## src/design/arls_pkg.sv

```systemverilog
// ----------------------------------------------------------------------------
// arls_pkg
// Shared types and constants of the adaptive-rate level smoother.
// ----------------------------------------------------------------------------
package arls_pkg;

  localparam int ROWS_DEF    = 8;
  localparam int LANES_DEF   = 32;
  localparam int QUEUE_DEPTH = 4;

  // Q2.14 limits of the rate curve
  localparam logic signed [16:0] TARGET_FLOOR = -17'sd15124;
  localparam logic signed [17:0] DEAD_ZONE    = 18'sd252;
  localparam logic signed [17:0] CAP_LIMIT    = 18'sd1260;
  localparam logic [9:0]         CAP_VALUE    = 10'd1008;

  typedef enum logic [2:0] {
    CFG_LEVEL_OFFSET   = 3'd0,
    CFG_FALL_CONSTANT  = 3'd1,
    CFG_FALL_LINEAR    = 3'd2,
    CFG_FALL_QUADRATIC = 3'd3,
    CFG_RISE_CONSTANT  = 3'd4,
    CFG_RISE_LINEAR    = 3'd5,
    CFG_RISE_QUADRATIC = 3'd6
  } cfg_idx_t;

  typedef struct packed {
    logic signed [15:0] level_offset;
    logic signed [19:0] fall_constant;
    logic signed [19:0] fall_linear;
    logic signed [19:0] fall_quadratic;
    logic signed [19:0] rise_constant;
    logic signed [19:0] rise_linear;
    logic signed [19:0] rise_quadratic;
  } cfg_t;

  // Classified item as it waits in the queue
  typedef struct packed {
    logic               in_range;
    logic signed [16:0] target;
  } item_t;

endpackage

```

## src/design/arls_front.sv

```systemverilog
// ----------------------------------------------------------------------------
// arls_front
// Classifies an incoming sample: store address, range check, clamped target.
// ----------------------------------------------------------------------------
module arls_front #(
  parameter int ROWS  = arls_pkg::ROWS_DEF,
  parameter int LANES = arls_pkg::LANES_DEF,
  parameter int AW    = 8
) (
  input  logic [2:0]          row_index,
  input  logic [4:0]          lane_index,
  input  logic signed [15:0]  sample_level,
  input  logic signed [15:0]  level_offset,
  output logic [AW-1:0]       addr,
  output arls_pkg::item_t     item
);

  logic [15:0]        addr_full;
  logic signed [16:0] sum;

  always_comb begin
    addr_full = 16'(row_index) * 16'(LANES) + 16'(lane_index);
    addr      = addr_full[AW-1:0];
    item.in_range = (32'(row_index) < 32'(ROWS)) && (32'(lane_index) < 32'(LANES));
    sum = {sample_level[15], sample_level} + {level_offset[15], level_offset};
    item.target = (sum < arls_pkg::TARGET_FLOOR) ? arls_pkg::TARGET_FLOOR : sum;
  end

endmodule

```

## config.mk

```make
export PLATFORM = sky130hd
export DESIGN_NAME = arls_front
export DESIGN_NICKNAME = d
export VERILOG_FILES = /design/src/design/arls_pkg.sv /design/src/design/arls_front.sv
export SDC_FILE = /design/constraint.sdc
export NUM_CORES = 1
export LEC_CHECK = 0
export BUFFER_PORTS_ARGS = -buffer_cell sky130_fd_sc_hd__buf_4
export CORE_ASPECT_RATIO = 0.6
export CORE_MARGIN = 5
export CORE_UTILIZATION = 40
export DETAILED_ROUTE_END_ITERATION = 10
export GPL_TIMING_DRIVEN = 1
export PLACE_DENSITY = 0.78
export SETUP_SLACK_MARGIN = 0.5
export SLEW_MARGIN = 10
export SYNTH_ARGS = -nofsm -noshare
export SYNTH_HDL_FRONTEND = slang
export SYNTH_SLANG_ARGS = --single-unit
```

## constraint.sdc

```tcl
create_clock -name vclk -period 2.9
set_input_delay 0.29 -clock vclk [all_inputs]
set_output_delay 0.29 -clock vclk [all_outputs]
set_load 0.005 [all_outputs]
```

==> flow_metrics.env <==
export IMPL_outcome="finished, violations left"
export IMPL_failed_checks="setup timing"
export IMPL_hold_buffers=0
export IMPL_grt_overflow=0
export IMPL_synthAdderAreaFrac_pct=24.3
export IMPL_grt_max_degree=7
export IMPL_leakage_nw=0.899
export IMPL_syn_instance_count=127
export IMPL_nets=273
export IMPL_path_cells="buf_4 > ha_2 > o21ai_0 > buf_4 > o21ai_2 > nand2_1 > xnor2_1 > nand4_1 > a311oi_2 > o211ai_1 > ha_4 > buf_6 > buf_6 > nor2b_4 > buf_6"
export IMPL_diodes=0
export IMPL_gp_congestion=0.862
export IMPL_seq_area_um2=0
export IMPL_cp_arrival_ns=3.09
export IMPL_worst_hold_path_type="in2out"
export IMPL_fill_cells=106
export IMPL_wirelength_met1_mm=1.77
export IMPL_track_usage_pct=25.4
export IMPL_critPathSlowestCell="a311oi_2"
export IMPL_vias=1420
export IMPL_synth_xor_area_share_pct=11.0
export IMPL_n_sequential_cell=0
export IMPL_finalCriticalPeriod_ns=3.38
export IMPL_required_ns=2.61
export IMPL_hold_ws_ns=0.580
export IMPL_start_util_pct=43.1
export IMPL_highest_layer="met4"
export IMPL_crit_path_end_kind="primary output"
export IMPL_grt_antenna_before_repair=0
export IMPL_cpMostUsedCell="buf_6"
export IMPL_setup_ws_ns=-0.477
export IMPL_vias_per_cell=5.84
export IMPL_max_freq_mhz=296
export IMPL_worstPathMaxFanout=6
export IMPL_die_area_um2=3510
export IMPL_drtIter0Drc=86
export IMPL_placed_cells_incl_taps=227
export IMPL_drt_first_pass_iters=4
export IMPL_ios=66
export IMPL_wl_met2_mm=2.40
export IMPL_synth_compound_area_share_pct=33.6
export IMPL_synthMuxAreaShare_pct=0
export IMPL_place_hpwl_mm=2.98
export IMPL_synth_area_um2=960
export IMPL_num_rows=13
export IMPL_p_per_area_nw_per_um2=359
export IMPL_drive_above_1_share_pct=64.8
export IMPL_cp_slowest_stage_delay_ns=0.37
export IMPL_chipWidth_um=73.2
export IMPL_cp_start_kind="input port"
export IMPL_tns_ns=-6.84
export IMPL_rsz0062_at_grt="true"
export IMPL_wl_met3_um=430
export IMPL_io_buffers=49
export IMPL_min_from="lane_index[0]"
export IMPL_grt_pass1_vias=1422
export IMPL_synth_simple_area_share_pct=20.6
export IMPL_instances_no_fill=243
export IMPL_synth_warnings=0
export IMPL_path_class="in2out"
export IMPL_nClkBuffers=0
export IMPL_drc=0
export IMPL_final_core_util_pct=85.9
export IMPL_core_area_um2=2230
export IMPL_synth_cell_type_count=43
export IMPL_finalHoldViolCount=0
export IMPL_whs_endpoint="addr[0]"
export IMPL_antenna_left=0
export IMPL_ys_seq_area_share_pct=0
export IMPL_post_place_ws_ns=-0.449
export IMPL_avgSynthCellArea_um2=7.56
export IMPL_routed_wl_mm=4.86
export IMPL_grt_pass1_wl_mm=6.83
export IMPL_syn_to_final_growth_pct=99.5
export IMPL_multiInputGateArea_um2=1090
export IMPL_ir_worst_vdd_mv=0.206
export IMPL_finalSetupViolations=17
export IMPL_worstHoldPathCells=0
export IMPL_synth_top_family_by_area="compound AO/OA/AOI/OAI gates"
export IMPL_report_final_slew_viol_count=0
export IMPL_syn_nets=185
export IMPL_drv_cap=0
export IMPL_fin_crit_sh_pct=116
export IMPL_drt_wirelength_per_cell_um=20.0
export IMPL_die_h_um=47.9
Yosys cell counts, types with 3 or more instances:
master | instances | share of area, %
a21oi_1 | 9 | 4.7
buf_4 | 9 | 7.0
ha_1 | 17 | 22
inv_1 | 4 | 1.6
nand2_1 | 5 | 2.0
nand2b_1 | 4 | 2.6
nor2_1 | 15 | 5.9
nor2b_1 | 3 | 2.0
o211ai_1 | 5 | 3.9
o21ai_0 | 5 | 2.6
or2_2 | 4 | 2.6
xnor2_1 | 8 | 7.3
xor2_1 | 4 | 3.7
kinds of logic after synthesis:
| group | count (synthesis) |
|---|---|
| xor gates and xnor gates | 12 |
| AOI/OAI and AO/OA | 41 |
| buffers and inverters | 15 |
| other | 1 |
| and+or+nand+nor | 40 |
| adders and majority gates | 18 |
cell type report:
type | instances | area share [%]
multi-input cells | 112 | 56.9
repair buffers | 97 | 40.4
well taps | 30 | 1.96
inverters | 4 | 0.784
where the power goes:
group / total, mW / internal [mW] / leakage, nW / switching (mW)
sequential: 0 / 0 / 0 / 0
combinational: 0.686 / 0.382 / 0.899 / 0.304
clock: 0 / 0 / 0 / 0
worst max-delay path: cells and delay by family:
kind                     cells  cell delay (ns)
XOR/XNOR                     1             0.24
adder cells (fa/ha/maj)      2             0.63
buffers and inverters        5             0.61
AND/OR/NAND/NOR              3             0.45
AO/OA/AOI/OAI                4             0.85
cells in the final DEF (no fill, tap or decap), types with 2 or more instances in the layout:
| cell | instances |
|---|---|
| nor2_1 | 9 |
| a211oi_4 | 2 |
| xnor2_1 | 7 |
| a21oi_4 | 2 |
| ha_1 | 9 |
| nand4_1 | 2 |
| inv_1 | 2 |
| ha_2 | 2 |
| a21oi_1 | 7 |
| ha_4 | 6 |
| nor2_2 | 5 |
| o21ai_0 | 4 |
| nand2b_1 | 3 |
| buf_4 | 86 |
| nor2b_1 | 2 |
| xor2_1 | 3 |
| or2_2 | 4 |
| o211ai_1 | 5 |
| a21o_1 | 2 |
| nand2_1 | 5 |
| inv_2 | 2 |
| o21bai_1 | 2 |
| buf_6 | 10 |
| o21a_1 | 2 |
worst max-delay path by stage:
stage,startpoint,to,slack [ns],cells after the start
after floorplan,sample_level[6],item[10],0.09,11
after global placement,sample_level[6],item[6],-0.30,12
after detailed placement,sample_level[6],item[15],-0.45,13
after CTS,level_offset[6],item[14],-0.31,13
after global routing,sample_level[4],item[14],-0.63,14
final,level_offset[3],item[0],-0.48,15
stage by stage:
stage               instance area, µm²  total power [mW]
floorplan                         1060             0.264
global placement                  1610             0.485
detailed placement                1610             0.506
CTS                               1840             0.617
global route                      1910             0.723
finish                            1910             0.686
layer usage:
metal	GRT usage [%]	vias up
met1	28.5	661
met3	4.19	28
li1	-	633
met2	47.8	98
met4	13.2	0
met5	0	-
what timing repair did:
item                                   CTS  global route
gates resized for setup                 33            10
setup buffers                           14             2
endpoints found under the hold margin    0             0
setup endpoints to repair               17            17
pin swaps                               21             4
No activity file was read; power rests on OpenSTA's default activity.
