## config.mk

```make
export PLATFORM = sky130hd
export DESIGN_NAME = arls_queue
export DESIGN_NICKNAME = d
export VERILOG_FILES = /design/src/design/arls_pkg.sv /design/src/design/arls_queue.sv
export SDC_FILE = /design/constraint.sdc
export NUM_CORES = 1
export LEC_CHECK = 0
export ABC_AREA = 1
export BUFFER_PORTS_ARGS = -buffer_cell sky130_fd_sc_hd__buf_2
export CAP_MARGIN = 20
export CORE_ASPECT_RATIO = 1.4
export CORE_MARGIN = 4
export CORE_UTILIZATION = 46
export CTS_CLUSTER_SIZE = 16
export DETAILED_ROUTE_END_ITERATION = 8
export HOLD_SLACK_MARGIN = 0.05
export PLACE_DENSITY = 0.75
export SETUP_SLACK_MARGIN = 0.2
export SYNTH_ARGS = -nofsm -noshare
export SYNTH_HDL_FRONTEND = slang
export SYNTH_SLANG_ARGS = --single-unit
```

## constraint.sdc

```tcl
create_clock -name clk -period 1.4 [get_ports clk]
set_clock_uncertainty 0.2 [all_clocks]
set_input_delay 0.28 -clock clk [delete_from_list [all_inputs] [get_ports clk]]
set_output_delay 0.28 -clock clk [all_outputs]
set_load 0.01 [all_outputs]
```

## src/design/arls_pkg.sv

```systemverilog
// ----------------------------------------------------------------------------
// arls_pkg
// Shared types and constants of the adaptive-rate level smoother.
// ----------------------------------------------------------------------------
package arls_pkg;

  localparam int ROWS_DEF    = 8;
  localparam int LANES_DEF   = 32;
  localparam int QUEUE_DEPTH = 4;

  // Q2.14 limits of the rate curve
  localparam logic signed [16:0] TARGET_FLOOR = -17'sd15124;
  localparam logic signed [17:0] DEAD_ZONE    = 18'sd252;
  localparam logic signed [17:0] CAP_LIMIT    = 18'sd1260;
  localparam logic [9:0]         CAP_VALUE    = 10'd1008;

  typedef enum logic [2:0] {
    CFG_LEVEL_OFFSET   = 3'd0,
    CFG_FALL_CONSTANT  = 3'd1,
    CFG_FALL_LINEAR    = 3'd2,
    CFG_FALL_QUADRATIC = 3'd3,
    CFG_RISE_CONSTANT  = 3'd4,
    CFG_RISE_LINEAR    = 3'd5,
    CFG_RISE_QUADRATIC = 3'd6
  } cfg_idx_t;

  typedef struct packed {
    logic signed [15:0] level_offset;
    logic signed [19:0] fall_constant;
    logic signed [19:0] fall_linear;
    logic signed [19:0] fall_quadratic;
    logic signed [19:0] rise_constant;
    logic signed [19:0] rise_linear;
    logic signed [19:0] rise_quadratic;
  } cfg_t;

  // Classified item as it waits in the queue
  typedef struct packed {
    logic               in_range;
    logic signed [16:0] target;
  } item_t;

endpackage

```

## src/design/arls_queue.sv

```systemverilog
// ----------------------------------------------------------------------------
// arls_queue
// Short FIFO between the classifying front and the update pipeline.
// ----------------------------------------------------------------------------
module arls_queue #(
  parameter int W     = 8,
  parameter int DEPTH = arls_pkg::QUEUE_DEPTH
) (
  input  logic         clk,
  input  logic         rst_n,
  input  logic         push,
  input  logic [W-1:0] push_data,
  input  logic         pop,
  output logic [W-1:0] head,
  output logic         empty,
  output logic         full
);

  localparam int PW = (DEPTH > 1) ? $clog2(DEPTH) : 1;

  logic [W-1:0]  entry_r [DEPTH];
  logic [PW-1:0] wr_ptr_r, wr_ptr_nxt;
  logic [PW-1:0] rd_ptr_r, rd_ptr_nxt;
  logic [PW:0]   cnt_r, cnt_nxt;

  always_comb begin
    wr_ptr_nxt = wr_ptr_r;
    rd_ptr_nxt = rd_ptr_r;
    cnt_nxt    = cnt_r;
    if (push) begin
      wr_ptr_nxt = (wr_ptr_r == PW'(DEPTH - 1)) ? '0 : wr_ptr_r + 1'b1;
    end
    if (pop) begin
      rd_ptr_nxt = (rd_ptr_r == PW'(DEPTH - 1)) ? '0 : rd_ptr_r + 1'b1;
    end
    if (push && !pop) begin
      cnt_nxt = cnt_r + 1'b1;
    end else if (pop && !push) begin
      cnt_nxt = cnt_r - 1'b1;
    end
  end

  always_ff @(posedge clk) begin
    if (!rst_n) begin
      wr_ptr_r <= '0;
      rd_ptr_r <= '0;
      cnt_r    <= '0;
    end else begin
      wr_ptr_r <= wr_ptr_nxt;
      rd_ptr_r <= rd_ptr_nxt;
      cnt_r    <= cnt_nxt;
    end
  end

  always_ff @(posedge clk) begin
    if (push) begin
      entry_r[wr_ptr_r] <= push_data;
    end
  end

  assign head  = entry_r[rd_ptr_r];
  assign empty = (cnt_r == '0);
  assign full  = (cnt_r == (PW+1)'(DEPTH));

endmodule

```

==> impl_results.md, run 1 <==
* Hold Path Depth at 3
* Initial antenna violation count at 0
* Latest clock arrival within the worst-skew pair at around 0.29 ns
* Overflow after GRT at 0
* Die Width at between 50 and 60 um
* Most used flip-flop cell after synthesis: edfxtp_1
* Seq/Total Area, Yosys at just under 70%
* Top Metal Used: met4
* Failing checks: setup timing
* Initial DRT Pass Iterations at 4
* R2R Setup Slk at about 0.01 ns
* Via count at 1176
* Setup violators final at 10
* Worst Path Max Fanout at 7
* Drt wl/cell at 17.0 um
* FF-to-FF Start: cnt_r[1]
* Peak VDD IR at approximately 0.0012 V
* Layout Nets at about 200
* Commonest non-fill, non-tap cells in the layout: edfxtp_1 (32), buf_2 (20), o21ai_2 (14), nor2_1 (14)
* Syn_nets at about 150
* Slowest cell on crit path: dfxtp_4
* Routability congestion estimate at 0.774
* Largest net degree at the start of global routing at 17
* CP max stage delay at about 0.44 ns
* IO buf count at 21
* Register bit total from synthesis at a little over 40
* Setup crit end kind: output port
* Yosys top cell by area: edfxtp_1
* Slew @ Worst Pin at between 0.2 and 0.25 ns
* CTS Sinks at 41
* Die footprint at around 4600 um^2
* Hold Violations, Final at 0
* Max-slew headroom at between 80 and 90%
* Number of global-route vias before repair at between 1000 and 1500
* Synth Cell Area at between 1500 and 2000 um^2
* I/O Pins at 22
* Max Cap Viol at 0
* Distinct cell type count after synthesis at 19
* FF-to-FF path depth at 5
* Fin. max-slew vios at 0
* Synth Area per Inst at between 10 and 15 um^2
* Post-Layout Cell Count at 220
* Root Buffer Master: clkbuf_8
* EDFF count, synth at 32
* Die height at 78.9 um
* Final cycle utilization of the critical path at 123%
* Cell row count at 25
* Pleak at approximately 0.00093 uW
* Outcome: complete, but fails checks
* Std-Cell Core Area at 3410 um^2
* Vias per cell at 5.35
* Met3 wire length at around 140 um
* Tightest Hold Check Type: in2reg
* # DRC at 0
* Footprint of the multi-input gates at about 700 um^2
* Wl on met1 at 1270 um
* Asr flop ratio synth at 0%
* Clock buffer count from CTS at 5
* Antenna diodes at 0
* Global-route wire length before repair at ~6000 um
* Clk slew on worst S/H paths at approximately 0.070 ns
* Mapped Cells at approximately 140
* Warnings from Yosys at 0
* TritonCTS clock tree: done
* RSZ-0062 raised after global routing: true
* Initial DRC count at 42
* Critical Path RT at approximately 0.92 ns
* Setup CP Type: reg2out
* Number of fill cells at around 220
* Placed Cells at 199
* HPWL after detailed placement at 2370 um
* Top cell type's share of synthesized area at a little under 60%
* Min cycle time layout at about 1.7 ns
* Share of cells above drive strength 1 at 61.1%
* PwrDens at about 1200 nW/um^2
* Tot GR Track Use at a little under a fifth
* Area grow syn2layout at 47.4%
* Max Clk Rate at a little under 600 MHz
* Met2 WL at around 2200 um
* Initial Utilization at between 40 and 50%
* Min-delay src: rst_n
* Final WL at about 3700 um
* Worst Setup Slack, final at -0.316 ns
* Worst-path cell chain: buf_6, o21ai_2, o22ai_2, buf_2
* Synth area leaders: edfxtp_1 (58%), dfxtp_1 (11%), nor2_1 (5.0%)
* H-tree depth at 2
* Antenna Nets Post-Route at 0
* FF/Latch Area at about 1200 um^2
* Startpoint Class: register
* Total power draw at between 2000 and 3000 uW
* Worst reg2reg endpoint: cnt_r[2]
* Hold path endpoint: cnt_r[1]
* CTS Buffer Depth at 2
* Leading cell type in the layout, fill and taps excluded: edfxtp_1
* CP arrival at between 1 and 1.5 ns
-- cell families (layout without fill, tap and decap cells) --
kind of cell / Yosys count / in the layout / synth area share [%]
flip-flops: 41 / 41 / 69.1
AND/OR/NAND/NOR: 38 / 38 / 9.47
AO/OA/AOI/OAI: 30 / 30 / 10.2
buffers and inverters: 18 / 63 / 5.00
adder cells (fa/ha/maj): 7 / 7 / 5.76
XOR/XNOR: 1 / 1 / 0.530
-- repair_timing --
action                                  4_1_cts  5_1_grt
resized for setup                            72       15
endpoints found under the setup margin       45       48
endpoints found under the hold margin        32        0
buffers inserted                              3        2
pin swaps                                    21       12
hold buffers                                  8        0
cloned                                        0        0
-- stage by stage --
step / cell area (um^2) / worst slack [ns] / hold WS (ns) / util (%) / setup TNS, ns
2_1_floorplan: 1790 / 0.00126 / 0.179 / - / 0
3_3_place_gp: 1970 / -0.209 / 0.289 / 57.7 / -0.642
3_5_place_dp: 1970 / -0.316 / 0.296 / 57.7 / -1.07
4_1_cts: 2380 / -0.312 / 0.0697 / 69.7 / -2.49
5_1_grt: 2430 / -0.389 / 0.0571 / 71.4 / -3.12
6_report: 2430 / -0.316 / 0.0693 / 71.4 / -2.41
-- worst max-delay path by stage --
stage / start / endpoint
after floorplan: pop / cnt_r[2]
after global placement: pop / cnt_r[2]
after detailed placement: pop / cnt_r[2]
after CTS: register / head[6]
after global routing: register / head[7]
final: register / head[6]
-- cell type report --
class	count	share of cell area (%)
multi-input combinational	76	28.6
tap	40	2.06
clock buffer	6	2.98
clock inverter	2	1.44
sequential	41	47.9
inverter	16	5.09
timing repair buffer	39	11.9
-- layer usage --
metal / vias to the layer above / GRT usage, %
li1: 560 / -
met1: 568 / 17.2
met2: 33 / 34.5
met3: 15 / 3.58
met4: 0 / 10.7
met5: - / 0
-- registers in the layout, summed over array words and instances (netlist names), named ones only --
register  count
wr_ptr_r      2
rd_ptr_r      2
cnt_r         3
entry_r      32
-- where the power goes --
part / total, uW / switching [uW] / internal [uW]
Clock: 918 / 389 / 529
Sequential: 1450 / 67.9 / 1380
Combinational: 525 / 285 / 240
-- cell usage after synthesis (all sizes together), types with 2 or more instances --
cell     n
dfxtp    9
buf      2
ha       6
inv     16
edfxtp  32
nor2    24
a21oi    3
o22ai    8
o21ai   19
nor3     4
nand2    8
-- critical path: cells and delay by family, from the launching register on --
kind	cells	cell delay [ns]
buffers and inverters	2	0.30
AOI/OAI and AO/OA	2	0.20
DFF	1	0.44
Power figures use the tool's default switching activity.
==> inputs of run 2 (changes only) <==
Settings changed: PLACE_DENSITY 0.75 to 0.73.
==> run 2 against run 1 <==
Effect of this change:
- the run still ends with setup timing left
- critical path type unchanged
- hold slack gained 0.013 ns
- utilization grew 0.40 points
- clock power shrank 24%
- largest power group unchanged
==> impl_results.md, run 2 (same netlist as run 1, synthesis figures left out) <==
* Initial DRT Pass Iterations at 4 (unchanged)
* Cell row count at 25 (unchanged)
* Max Cap Viol at 0 (unchanged)
* Max Clk Rate at 593 MHz (was 583 MHz)
* HPWL after detailed placement at 2280 um (was 2370 um)
* Post-Layout Cell Count at 225 (was 220)
* Drt wl/cell at 15.6 um (was 17.0 um)
* Leading cell type in the layout, fill and taps excluded: edfxtp_1 (unchanged)
* Pleak at 0.000949 uW (was 0.000932 uW)
* Layout Nets at 203 (was 198)
* Min cycle time layout at 1.69 ns (was 1.72 ns)
* Initial Utilization at 48.4% (unchanged)
* Routability congestion estimate at 0.754 (was 0.774)
* Via count at 1189 (was 1176)
* Failing checks: setup timing (unchanged)
* H-tree depth at 2 (unchanged)
* Setup crit end kind: output port (unchanged)
* Tightest Hold Check Type: in2reg (unchanged)
* Root Buffer Master: clkbuf_8 (unchanged)
* Worst Setup Slack, final at -0.287 ns (was -0.316 ns)
* Number of global-route vias before repair at 1283 (was 1286)
* Commonest non-fill, non-tap cells in the layout: edfxtp_1 (32), buf_2 (21), nor2_1 (13) (was edfxtp_1 (32), buf_2 (20), o21ai_2 (14), nor2_1 (14))
* CP max stage delay at 0.39 ns (was 0.44 ns)
* Tot GR Track Use at 17.1% (was 18.2%)
* Critical Path RT at 0.92 ns (about the same)
* Post-place setup slack at -0.314 ns (was -0.316 ns)
* Outcome: complete, but fails checks (unchanged)
* Worst-path cell chain: inv_8, nor2_4, o22ai_2, buf_2 (was buf_6, o21ai_2, o22ai_2, buf_2)
* Biggest register: entry_r (unchanged)
* Global-route wire length before repair at 5690 um (was 6000 um)
* # DRC at 0 (unchanged)
* Initial DRC count at 20 (was 42)
* Die footprint at 4630 um^2 (unchanged)
* Initial antenna violation count at 0 (unchanged)
* Placed inst area at 1970 um^2 (about the same)
* I/O Pins at 22 (unchanged)
* Hold Violations, Final at 0 (unchanged)
* Antenna diodes at 0 (unchanged)
* Final cycle utilization of the critical path at 120% (was 123%)
* CTS Buffer Depth at 2 (unchanged)
* Final WL at 3520 um (was 3740 um)
* Area grow syn2layout at 48.3% (was 47.4%)
* TritonCTS clock tree: done (unchanged)
* Std-Cell Core Area at 3410 um^2 (unchanged)
* Latest clock arrival within the worst-skew pair at 0.28 ns (was 0.29 ns)
* Die height at 78.9 um (unchanged)
* Overflow after GRT at 0 (unchanged)
* IO buf count at 21 (unchanged)
* Setup violators final at 11 (was 10)
* Clock buffer count from CTS at 5 (unchanged)
* Placed Cells at 200 (was 199)
* Slew @ Worst Pin at 0.218 ns (was 0.220 ns)
* Worst Path Max Fanout at 16 (was 7)
* Max-slew headroom at 85.5% (was 85.2%)
* RSZ-0062 raised after global routing: true (unchanged)
* Final Cell Area at 2450 um^2 (was 2430 um^2)
* CTS Sinks at 41 (unchanged)
* Regs by FF count: entry_r x32, cnt_r x3 (unchanged)
* Slowest cell on crit path: dfxtp_4 (unchanged)
* Setup CP Type: reg2out (unchanged)
* Sum Neg Setup Slack at -2.25 ns (was -2.41 ns)
* PwrDens at 1100 nW/um^2 (was 1190 nW/um^2)
* Share of cells above drive strength 1 at 60.0% (was 61.1%)
* CP arrival at 1.21 ns (was 1.24 ns)
* Number of fill cells at 228 (was 222)
* Peak VDD IR at 0.000935 V (was 0.00119 V)
* Startpoint Class: register (unchanged)
* Max reg flops at 32 (unchanged)
* Antenna Nets Post-Route at 0 (unchanged)
* Fin. max-slew vios at 0 (unchanged)
* Largest net degree at the start of global routing at 17 (unchanged)
* Clk slew on worst S/H paths at 0.07 ns (about the same)
* Die Width at 58.6 um (unchanged)
* Hold_ws at 0.0818 ns (was 0.0693 ns)
* Vias per cell at 5.28 (was 5.35)
==> run 2: changes by cell type in the layout (fill, tap and decap cells not counted), moves of 2 or more <==
cell	previous run	this run
o21ai_2	14	12
dfxtp_4	6	4
buf_4	6	8
buf_6	4	6
nor3_2	4	2
==> run 2: layer usage <==
metal / track usage, % / part of all wire, %
met1: 15.7 / 32
met2: 32.2 / 60
met3: 4.55 / 4.6
met4: 9.75 / 3.8
met5: 0 / 0
==> run 2: stage by stage <==
step | total power, uW | util, %
after floorplan | 1690 | -
after global placement | 1810 | 57.9
after detailed placement | 1840 | 57.9
after CTS | 2680 | 69.5
after global routing | 2840 | 71.8
final | 2700 | 71.8
==> run 2: worst max-delay path, delay by kind of cell, from the launching register on <==
family | cells | cell delay (ns)
flops | 1 | 0.39
compound gates | 1 | 0.17
buf+inv | 2 | 0.31
simple gates | 1 | 0.05
==> run 2: final timing paths <==
| kind | from | to | slack [ns] | cells after the start |
|---|---|---|---|---|
| max | register | head[0] | -0.29 | 4 |
| min | rst_n | wr_ptr_r[1] | 0.08 | 3 |
| max reg2reg | cnt_r[0] | cnt_r[2] | -0.04 | 8 |
| min reg2reg | cnt_r[1] | cnt_r[1] | 0.33 | 2 |
==> run 2: repair_timing <==
| item | CTS | global route |
|---|---|---|
| buffers inserted | 6 | 3 |
| endpoints found under the setup margin | 45 | 46 |
| gates resized for setup | 68 | 17 |
| hold buffers | 8 | 0 |
| endpoints found under the hold margin | 32 | 0 |
| pin swaps | 21 | 4 |
==> run 2: layout make-up <==
| class | instances | area [um^2] | area share, % |
|---|---|---|---|
| multi-input cells | 76 | 699 | 28.6 |
| repair buffers | 44 | 333 | 13.6 |
| inverters | 16 | 124 | 5.06 |
| well taps | 40 | 50.0 | 2.04 |
| clock buffers | 6 | 72.6 | 2.96 |
| clock inverters | 2 | 10.0 | 0.409 |
| flip-flops and latches | 41 | 1160 | 47.4 |
==> run 2: power breakdown <==
group / switching [uW] / internal [uW]
clock: 353 / 345
combinational: 292 / 266
sequential: 57.3 / 1380
total: 702 / 1990
